[config.mk]
export PLATFORM = sky130hd
export DESIGN_NAME = ltbi_ctrl
export DESIGN_NICKNAME = d
export VERILOG_FILES = /design/src/hw/rtl/ltbi_pkg.sv /design/src/hw/rtl/ltbi_ctrl.sv
export SDC_FILE = /design/constraint.sdc
export NUM_CORES = 1
export LEC_CHECK = 0
export BUFFER_PORTS_ARGS = -buffer_cell sky130_fd_sc_hd__buf_2
export CORE_MARGIN = 3
export CORE_UTILIZATION = 56
export DETAILED_ROUTE_END_ITERATION = 8
export PLACE_DENSITY = 0.91
export RECOVER_POWER = 50
export SLEW_MARGIN = 40
export SYNTH_ARGS = -nofsm -noshare
export SYNTH_HDL_FRONTEND = slang
export SYNTH_SLANG_ARGS = --single-unit
export TNS_END_PERCENT = 100
[constraint.sdc]
create_clock -name clk_i -period 5.5 [get_ports clk_i]
set_input_delay 1.375 -clock clk_i [delete_from_list [all_inputs] [get_ports clk_i]]
set_output_delay 1.375 -clock clk_i [all_outputs]
set_load 0.02 [all_outputs]
[src/hw/rtl/ltbi_pkg.sv]
package ltbi_pkg;

  localparam int TEMP_POINTS = 32;
  localparam int DENS_POINTS = 32;
  localparam int STAGES      = 16;
  localparam int TABLE_SIZE  = STAGES * TEMP_POINTS * DENS_POINTS;

  localparam int TPW    = (TEMP_POINTS > 2) ? $clog2(TEMP_POINTS) : 1;
  localparam int DPW    = (DENS_POINTS > 2) ? $clog2(DENS_POINTS) : 1;
  localparam int CW     = $clog2(TABLE_SIZE);
  localparam int MAXP   = (TEMP_POINTS > DENS_POINTS) ? TEMP_POINTS : DENS_POINTS;
  localparam int SCAN_W = $clog2(MAXP + 1);

  localparam int               ONE_Q16   = 65536;
  localparam logic signed [23:0] FLOOR_LOG = -24'sd327680;
  localparam logic [5:0]       POINTS_RESET = 6'd32;

  typedef enum logic [1:0] {
    MODE_LD_TEMP  = 2'd0,
    MODE_LD_DENS  = 2'd1,
    MODE_LD_COEFF = 2'd2,
    MODE_EVAL     = 2'd3
  } mode_e;

  typedef enum logic [0:0] {
    REG_TEMP_POINTS = 1'b0,
    REG_DENS_POINTS = 1'b1
  } cfg_reg_e;

  typedef enum logic [1:0] {
    CLAMP_NONE  = 2'd0,
    CLAMP_BELOW = 2'd1,
    CLAMP_ABOVE = 2'd2
  } clamp_e;

  typedef enum logic [1:0] {
    GRD_NONE = 2'd0,
    GRD_LO   = 2'd1,
    GRD_HI   = 2'd2
  } grd_e;

  typedef enum logic [2:0] {
    MAC_C00 = 3'd0,
    MAC_C01 = 3'd1,
    MAC_C10 = 3'd2,
    MAC_C11 = 3'd3,
    MAC_ALO = 3'd4,
    MAC_AHI = 3'd5,
    MAC_BLO = 3'd6,
    MAC_BHI = 3'd7
  } mac_op_e;

  typedef struct packed {
    logic    accept;
    logic    eval_start;
    logic    scan;
    logic    resolve;
    grd_e    grd;
    logic    div_start;
    logic    crd_en;
    logic [1:0] corner;
    logic    mac_en;
    mac_op_e mac_op;
    logic    out_load;
  } ltbi_cmd_t;

  typedef struct packed {
    logic in_eval;
    logic scan_done;
    logic div_busy;
  } ltbi_status_t;

  function automatic logic [SCAN_W-1:0] points_in_use(logic [5:0] r, int lim);
    int n;
    n = int'(r);
    if (n < 2) n = 2;
    if (n > lim) n = lim;
    return SCAN_W'(n);
  endfunction

  function automatic logic [CW-1:0] coeff_addr(logic [3:0] st, logic [7:0] ti,
                                               logic [7:0] di);
    int a;
    a = (int'(st) * TEMP_POINTS + int'(ti)) * DENS_POINTS + int'(di);
    return CW'(a);
  endfunction

endpackage

[src/hw/rtl/ltbi_ctrl.sv]
module ltbi_ctrl (
  input  logic                   clk_i,
  input  logic                   rst_ni,
  input  logic                   in_valid_i,
  output logic                   in_ready_o,
  output logic                   out_valid_o,
  input  logic                   out_ready_i,
  input  ltbi_pkg::ltbi_status_t status_i,
  output ltbi_pkg::ltbi_cmd_t    cmd_o
);

  typedef enum logic [11:0] {
    S_IDLE    = 12'b000000000001,
    S_SCAN    = 12'b000000000010,
    S_RESOLVE = 12'b000000000100,
    S_RDLO    = 12'b000000001000,
    S_RDHI    = 12'b000000010000,
    S_GRDW    = 12'b000000100000,
    S_DIVS    = 12'b000001000000,
    S_DIVW    = 12'b000010000000,
    S_CORNER  = 12'b000100000000,
    S_MAC     = 12'b001000000000,
    S_FINISH  = 12'b010000000000,
    S_SPARE   = 12'b100000000000
  } state_e;

  state_e     state_q, state_d;
  logic [3:0] cnt_q, cnt_d;
  logic       out_valid_q, out_valid_d;

  always_comb begin
    state_d     = state_q;
    cnt_d       = cnt_q;
    cmd_o       = '0;
    in_ready_o  = 1'b0;
    case (state_q)
      S_IDLE: begin
        in_ready_o = 1'b1;
        if (in_valid_i) begin
          cmd_o.accept = 1'b1;
          if (status_i.in_eval) begin
            cmd_o.eval_start = 1'b1;
            state_d          = S_SCAN;
          end
        end
      end
      S_SCAN: begin
        cmd_o.scan = 1'b1;
        if (status_i.scan_done) begin
          state_d = S_RESOLVE;
        end
      end
      S_RESOLVE: begin
        cmd_o.resolve = 1'b1;
        state_d       = S_RDLO;
      end
      S_RDLO: begin
        cmd_o.grd = ltbi_pkg::GRD_LO;
        state_d   = S_RDHI;
      end
      S_RDHI: begin
        cmd_o.grd = ltbi_pkg::GRD_HI;
        state_d   = S_GRDW;
      end
      S_GRDW: begin
        state_d = S_DIVS;
      end
      S_DIVS: begin
        cmd_o.div_start = 1'b1;
        state_d         = S_DIVW;
      end
      S_DIVW: begin
        if (!status_i.div_busy) begin
          cnt_d   = '0;
          state_d = S_CORNER;
        end
      end
      S_CORNER: begin
        cmd_o.crd_en = 1'b1;
        cmd_o.corner = cnt_q[1:0];
        cnt_d        = cnt_q + 4'd1;
        if (cnt_q == 4'd3) begin
          cnt_d   = '0;
          state_d = S_MAC;
        end
      end
      S_MAC: begin
        cmd_o.mac_en = !cnt_q[3];
        cmd_o.mac_op = ltbi_pkg::mac_op_e'(cnt_q[2:0]);
        cnt_d        = cnt_q + 4'd1;
        if (cnt_q[3]) begin
          state_d = S_FINISH;
        end
      end
      S_FINISH: begin
        if (!out_valid_q || out_ready_i) begin
          cmd_o.out_load = 1'b1;
          state_d        = S_IDLE;
        end
      end
      default: begin
        state_d = S_IDLE;
      end
    endcase
  end

  always_comb begin
    out_valid_d = out_valid_q;
    if (cmd_o.out_load) begin
      out_valid_d = 1'b1;
    end else if (out_ready_i) begin
      out_valid_d = 1'b0;
    end
  end

  always_ff @(posedge clk_i or negedge rst_ni) begin
    if (!rst_ni) begin
      state_q     <= S_IDLE;
      cnt_q       <= '0;
      out_valid_q <= 1'b0;
    end else begin
      state_q     <= state_d;
      cnt_q       <= cnt_d;
      out_valid_q <= out_valid_d;
    end
  end

  assign out_valid_o = out_valid_q;

endmodule

# After elaboration in Yosys (flattened, before gate mapping)
# Cells that the tools add are included.
# totals
ff_bits	17
out_inout_bits	17
# classes
addsub	1
n_eq_ne	19
muxes	25
n_reduce_logical	7
# ops
cell	count
$pmux 12 s11	1
$mux 12	7
$ne 2x2->1 const B	7
$eq 12x1->1 const B	1
$eq 12x10->1 const B	1
$eq 12x11->1 const B	1
$eq 12x2->1 const B	1
$eq 12x3->1 const B	1
$eq 12x4->1 const B	1
$eq 12x5->1 const B	1
$eq 12x6->1 const B	1
$eq 12x7->1 const B	1
$eq 12x8->1 const B	1
$eq 12x9->1 const B	1
$mux 4	3
$pmux 4 s3	1
$mux 1	9
$reduce_and 7->1	1
$add 4x1->4 const B	1
$eq 4x2->1 const B	1
$mux 2	2
$pmux 2 s2	1
$mux 3	1
$reduce_bool 3->1	1
4 further kinds	5

# Depth between registers and ports, before layout
# Gate-level depths: netlist (run 1).
# logic_depth
depth_word	5
mapped_depth	7

# Worst setup path before layout (run 1)
# No wires, ideal clock.
# synth_timing
path_type	reg2out
from	reg state_q[6]
to	out cmd_o[9] (netlist name)
arrival_ns	1.930
required_ns	4.125
setup_slack_ns	2.195
path_stages_with_launch	7
cell_sequence	dfrtp_1 > buf_6 > nor4_1 > and2_0 > clkbuf_1 > nand2_1 > nor3b_1
# synth_rtl
item	line	source
from (decl)	ltbi_ctrl.sv:27	state_e state_q, state_d;
from (signal assigned)	ltbi_ctrl.sv:122	state_q <= state_d;
to (decl)	ltbi_ctrl.sv:9	output ltbi_pkg::ltbi_cmd_t cmd_o

==> results of run 1 <==
-- power by group through the flow --
stage,registers (mW),logic [mW],clock network (mW)
3_5_place_dp,0.166,0.166,0
6_report,0.163,0.164,0.0647
5_1_grt,0.166,0.182,0.0733
2_1_floorplan,0.149,0.141,0
4_1_cts,0.163,0.166,0.0671
3_3_place_gp,0.162,0.158,0
-- kinds of logic (layout without fill, tap and decap cells) --
group | count (synthesis) | in the layout | share of synthesized area
flops | 16 | 16 | 0.372
mux | 1 | 1 | 0.0104
fa+ha+maj | 1 | 1 | 0.0116
simple gates | 70 | 70 | 0.395
xor+xnor | 3 | 3 | 0.0243
compound gates | 16 | 16 | 0.102
buf+inv | 12 | 31 | 0.0856
-- flip-flops by register name (all words and copies together) (netlist names) --
| register | flops |
|---|---|
| state_q | 11 |
| cnt_q | 4 |
| out_valid_o | 1 |
-- routing by layer --
metal,wire (um),share of wire,vias up
met2,1130,0.49,38
met1,1010,0.43,446
met5,0,0,-
li1,-,-,473
met3,126,0.054,5
met4,56,0.024,0
-- final timing paths --
| path | from | endpoint | slack, ns | cells after the start |
|---|---|---|---|---|
| min in group asynchronous | rst_ni | state_q[9]$_DFFE_PN0P_ | 1.15 | 1 |
| min | out_valid_o$_DFFE_PN0P_ | out_valid_o$_DFFE_PN0P_ | 0.55 | 2 |
| max reg2reg | state_q[1]$_DFFE_PN0P_ | cnt_q[0]$_DFFE_PN0P_ | 3.28 | 4 |
| min reg2reg | out_valid_o$_DFFE_PN0P_ | out_valid_o$_DFFE_PN0P_ | 0.55 | 2 |
| max in group asynchronous | rst_ni | state_q[6]$_DFFE_PN0P_ | 3.82 | 1 |
| max | state_q[1]$_DFFE_PN0P_ | cmd_o[10] | 1.71 | 4 |
-- cells in the mapped netlist (2+ instances only) --
| master | number | area share |
|---|---|---|
| sky130_fd_sc_hd__inv_1 | 4 | 0.014 |
| sky130_fd_sc_hd__o22ai_1 | 5 | 0.029 |
| sky130_fd_sc_hd__o21ai_0 | 4 | 0.019 |
| sky130_fd_sc_hd__nor2b_1 | 3 | 0.017 |
| sky130_fd_sc_hd__nand3_1 | 4 | 0.019 |
| sky130_fd_sc_hd__nand4_1 | 4 | 0.023 |
| sky130_fd_sc_hd__nor4_1 | 4 | 0.023 |
| sky130_fd_sc_hd__nor3_1 | 3 | 0.014 |
| sky130_fd_sc_hd__dfrtp_1 | 15 | 0.35 |
| sky130_fd_sc_hd__nor2_1 | 12 | 0.042 |
| sky130_fd_sc_hd__buf_4 | 5 | 0.035 |
| sky130_fd_sc_hd__nand3b_1 | 2 | 0.014 |
| sky130_fd_sc_hd__or4_4 | 3 | 0.031 |
| sky130_fd_sc_hd__xnor2_1 | 2 | 0.016 |
| sky130_fd_sc_hd__nand3_2 | 2 | 0.019 |
| sky130_fd_sc_hd__nand2_1 | 10 | 0.035 |
| sky130_fd_sc_hd__and2_1 | 6 | 0.035 |
| sky130_fd_sc_hd__nand2b_1 | 5 | 0.029 |
| sky130_fd_sc_hd__nor3b_1 | 3 | 0.021 |
| sky130_fd_sc_hd__nor4b_1 | 4 | 0.032 |
-- stage by stage --
step                      power (mW)  setup slack, ns  instances   util  instance area [sq um]
after floorplan                0.291             2.20        119      -                   1080
after global placement         0.320             2.21        159  0.645                   1150
after detailed placement       0.331             2.19        159  0.645                   1150
after CTS                      0.396             1.87        163  0.660                   1180
after global routing           0.421             1.49        163  0.651                   1160
final                          0.392             1.71        163  0.651                   1160
-- final cells by class --
cell class | instances | area (sq um)
flip-flops and latches | 16 | 402
multi-input cells | 91 | 573
inverters | 4 | 15.0
clock buffers | 4 | 26.3
repair buffers | 23 | 114
fillers | 149 | 622
well taps | 25 | 31.3
-- critical path: cells and delay by family (launching register included) --
| kind | cells | cell delay [ns] |
|---|---|---|
| simple gates | 3 | 1.45 |
| flops | 1 | 0.47 |
| buf+inv | 1 | 0.21 |
==> impl_metrics.json, run 1 <==
{
  "clk_root_buffer_cell": "sky130_fd_sc_hd__clkbuf_4",
  "sw_frac_of_total": 0.427,
  "post_synth.cell_area_avg_sq_um": 9.08,
  "final-hold-violation-count": 0,
  "grt_antenna_before_repair": 0,
  "grt_max_degree": 17,
  "cts_max_path_buffers": 2,
  "critPathKind": "flop to primary output",
  "io_pins": 24,
  "timing.critical_path.from_type": "flop",
  "routed-via-count": 962,
  "vias_per_cell": 5.90,
  "power.share.combinational": 0.420,
  "finalCritPeriodShare": 0.690,
  "initial_core_util": 0.606,
  "postSynthCellCount": 119,
  "die_area_sq_um": 2490,
  "design.final.nets": 147,
  "async_flop_share": 1.00,
  "drive_above_1_share": 0.239,
  "place.gp.congestion": 0.914,
  "maxClockFrequency_ghz": 0.264,
  "drt_first_pass_iters": 4,
  "critical-path-max-stage-delay_ns": 0.79,
  "route.detailed.wl_per_inst_um": 14.2,
  "synthesis.yosys.warnings": 0,
  "mostFrequentLayoutCells": "sky130_fd_sc_hd__buf_2 (22), sky130_fd_sc_hd__dfrtp_1 (15), sky130_fd_sc_hd__nor2_1 (12)",
  "unrepaired_setup_endpoints_after_global_routing": "false",
  "layout_min_cycle_time_ns": 3.79,
  "grt_util_all_layers": 0.210,
  "fin_worst_skew_ns": 0.00806,
  "crit_fanout": 7,
  "port_buffers": 23,
  "dp_hpwl_mm": 1.79,
  "critPathSlowestCell": "sky130_fd_sc_hd__nor4_1",
  "y_dimension_of_the_die_um": 49.9,
  "grt_most_used_layer": "met2",
  "setup_viol": 0,
  "drt_drc_violations_left": 0,
  "internal-power_mw": 0.224,
  "first_global_vias": 902,
  "post-cts-setup-buffer-count": 0,
  "grt-ovfl-total": 0,
  "cts.sink_count": 16,
  "holdBufCountCts": 0,
  "maxSlewHeadroom": 0.411,
  "hold_path_class": "flop to flop",
  "synth.distinct_cells": 39,
  "ys_dominant_reg_cell": "sky130_fd_sc_hd__dfrtp_1",
  "status": "finished, final reports clean",
  "most_common_library_cell_in_the_layout_ignoring_fill_and_taps": "sky130_fd_sc_hd__buf_2",
  "post_syn_area_sq_um": 1080,
  "required_time_of_the_critical_path_ns": 4.12,
  "seq_power_share": 0.415,
  "cts-buffers-inserted": 3,
  "endpoint_kind": "primary output",
  "grt_met2_usage": 0.350,
  "drt_iter0_markers": 13,
  "worst_slew_pin_slew_ns": 0.875,
  "row_count": 15,
  "finalHoldWorstSlack_ns": 0.549,
  "irDropWorstVdd_mv": 0.212,
  "ant_nets": 0,
  "number_of_gates_resized_after_cts": 0,
  "ys_seq_area_frac": 0.372,
  "grtUsageMet3": 0.0453,
  "grt_pass1_wl_mm": 4.00,
  "use_met1": 0.248,
  "synth.ff_latch_count": 16,
  "path_cells": "nor4_1, nand3_1, nor4b_1, buf_2",
  "worstPathArrival_ns": 2.42,
  "clk_latency_ns": 0.29,
  "netSwitchingPower_mw": 0.167,
  "fin_tns_setup_ns": 0,
  "tritoncts": "yes",
  "clk_pin_slew_worst_paths_ns": 0.09,
  "die_width_um": 49.9,
  "number_of_synthesized_flops_with_an_enable_pin": 0,
  "clock_power_share": 0.165,
  "n_antenna_cell": 0,
  "slew_violations": 0,
  "floorplan.core_area_sq_um": 1780,
  "p_per_area_nw_per_um2": 337,
  "cts_max_level": 1,
  "p_leak_nw": 0.541,
  "syn_to_final_growth_pct": 7.41,
  "synth.net_count": 127,
  "drv_cap": 0,
  "wire_length_after_detailed_routing_mm": 2.32
}
Note: power is estimated with default switching activity, not from simulation.
==> inputs of run 2 (changes only) <==
Settings changed: CORE_UTILIZATION 56 to 53, PLACE_DENSITY 0.91 to 0.87.
Clock period 5.5 ns to 3.9 ns, I/O delays scaled along.
==> impl_metrics.json, run 2 (synthesized netlist as in run 1, its figures left out) <==
{
  "cts_max_path_buffers": 2,
  "layout_min_cycle_time_ns": 3.25,
  "design.final.nets": 147,
  "drive_above_1_share": 0.246,
  "port_buffers": 23,
  "placed_area_sq_um": 1150,
  "tritoncts": "yes",
  "maxSlewHeadroom": 0.445,
  "grt_util_all_layers": 0.187,
  "drt_first_pass_iters": 4,
  "drt_iter0_markers": 22,
  "fin_tns_setup_ns": 0,
  "most_common_library_cell_in_the_layout_ignoring_fill_and_taps": "sky130_fd_sc_hd__buf_2",
  "first_global_vias": 839,
  "place.gp.congestion": 0.920,
  "syn_to_final_growth_pct": 8.57,
  "cts_max_level": 1,
  "endpoint_kind": "primary output",
  "vias_per_cell": 5.83,
  "timing.critical_path.from_type": "flop",
  "use_met1": 0.248,
  "grt_antenna_before_repair": 0,
  "hold_path_class": "flop to flop",
  "route.detailed.wl_per_inst_um": 13.3,
  "p_per_area_nw_per_um2": 470,
  "grt_max_degree": 17,
  "number_of_gates_resized_after_cts": 0,
  "timing.hold.worst_path_depth": 2,
  "die_width_um": 51.2,
  "slew_violations": 0,
  "top_register": "state_q",
  "row_count": 15,
  "grt_most_used_layer": "met2",
  "cts.sink_count": 16,
  "die_area_sq_um": 2620,
  "clk_root_buffer_cell": "sky130_fd_sc_hd__clkbuf_4",
  "holdBufCountCts": 0,
  "irDropWorstVdd_mv": 0.426,
  "dp_hpwl_mm": 1.67,
  "grtUsageMet3": 0.0292,
  "clk_pin_slew_worst_paths_ns": 0.09,
  "io_pins": 24,
  "fin_worst_skew_ns": 0.00409,
  "maxClockFrequency_ghz": 0.307,
  "p_leak_nw": 0.538,
  "hold_path_startpoint": "out_valid_o$_DFFE_PN0P_",
  "grt_met2_usage": 0.296,
  "wire_length_after_detailed_routing_mm": 2.17,
  "fin_area_sq_um": 1170,
  "required_time_of_the_critical_path_ns": 2.92,
  "finalPower_mw": 0.552,
  "grt-ovfl-total": 0,
  "flop_to_flop_setup_slack_ns": 1.73,
  "cts-buffers-inserted": 3,
  "layout.core_utilization": 0.645,
  "routed-via-count": 950,
  "regToRegEndpoint": "state_q[10]$_DFFE_PN0P_",
  "status": "finished, final reports clean",
  "critPathKind": "flop to primary output",
  "drv_cap": 0,
  "crit_fanout": 8,
  "post-cts-setup-buffer-count": 0,
  "final-hold-violation-count": 0,
  "unrepaired_setup_endpoints_after_global_routing": "false",
  "worst_slew_pin_slew_ns": 0.833,
  "floorplan.core_area_sq_um": 1820,
  "worstHoldEndpoint": "out_valid_o$_DFFE_PN0P_",
  "worstPathArrival_ns": 2.28,
  "ant_nets": 0,
  "r2r.worst_path.cells": 5,
  "initial_core_util": 0.594,
  "mostFrequentLayoutCells": "sky130_fd_sc_hd__buf_2 (21), sky130_fd_sc_hd__dfrtp_1 (15), sky130_fd_sc_hd__nor2_1 (12)",
  "largest_register_ff_count": 11,
  "clk_latency_ns": 0.28,
  "setup_viol": 0,
  "grt_pass1_wl_mm": 3.69,
  "finalCritPeriodShare": 0.834,
  "n_antenna_cell": 0,
  "y_dimension_of_the_die_um": 51.2,
  "r2r_path_start": "state_q[6]$_DFFE_PN0P_",
  "drt_drc_violations_left": 0
}
[run 2: changes by cell type in the layout (fill, tap and decap cells not counted)]
cell and delta:
sky130_fd_sc_hd__nand2_4 +1, sky130_fd_sc_hd__buf_2 -1, sky130_fd_sc_hd__nor4_2 +1, sky130_fd_sc_hd__nor4_1 -1
sky130_fd_sc_hd__nand2_1 -1, sky130_fd_sc_hd__clkbuf_1 +1
[run 2: critical path: stages, from the launching register on]
cell and delay (ns):
sky130_fd_sc_hd__dfrtp_1 0.47, sky130_fd_sc_hd__nor4_1 0.58, sky130_fd_sc_hd__and2_0 0.37, sky130_fd_sc_hd__nand2_1 0.18
sky130_fd_sc_hd__nor3b_1 0.21, sky130_fd_sc_hd__buf_2 0.19
[run 2: worst max path at each step]
stage	from	slack [ns]	to	cells past startpoint
after global placement	state_q[6]$_DFFE_PN0P_	1.10	cmd_o[4]	4
after CTS	state_q[6]$_DFFE_PN0P_	0.67	cmd_o[9]	5
after detailed placement	state_q[6]$_DFFE_PN0P_	1.00	cmd_o[9]	5
final	state_q[6]$_DFFE_PN0P_	0.65	cmd_o[9]	5
after global routing	state_q[6]$_DFFE_PN0P_	0.39	cmd_o[9]	5
after floorplan	state_q[6]$_DFFE_PN0P_	1.0	cmd_o[9]	6
[run 2: cell type report]
class / count / area (sq um)
Clock buffer: 4 / 26.3
Fill cell: 159 / 647
Inverter: 4 / 15.0
Multi-Input combinational cell: 91 / 587
Sequential cell: 16 / 402
Tap cell: 25 / 31.3
Timing Repair Buffer: 23 / 113
[run 2: per-layer routing]
layer / share of wire / wire, um
met1: 0.46 / 994
met5: 0 / 0
met3: 0.056 / 122
met2: 0.47 / 1020
met4: 0.017 / 38
[run 2: through the flow]
step	worst slack, ns	std cells	hold WS, ns
4_1_cts	0.673	163	0.559
3_5_place_dp	1.00	159	0.534
2_1_floorplan	0.995	119	0.518
6_report	0.646	163	0.556
5_1_grt	0.389	163	0.597
3_3_place_gp	1.10	159	0.526
[run 2: where the power goes]
group          total (mW)  switching [mW]  leakage (nW)  internal (mW)
Clock              0.0898          0.0501        0.0150         0.0397
Combinational       0.233           0.143         0.315         0.0902
Sequential          0.229          0.0392         0.208          0.190
Total               0.552           0.232         0.538          0.319
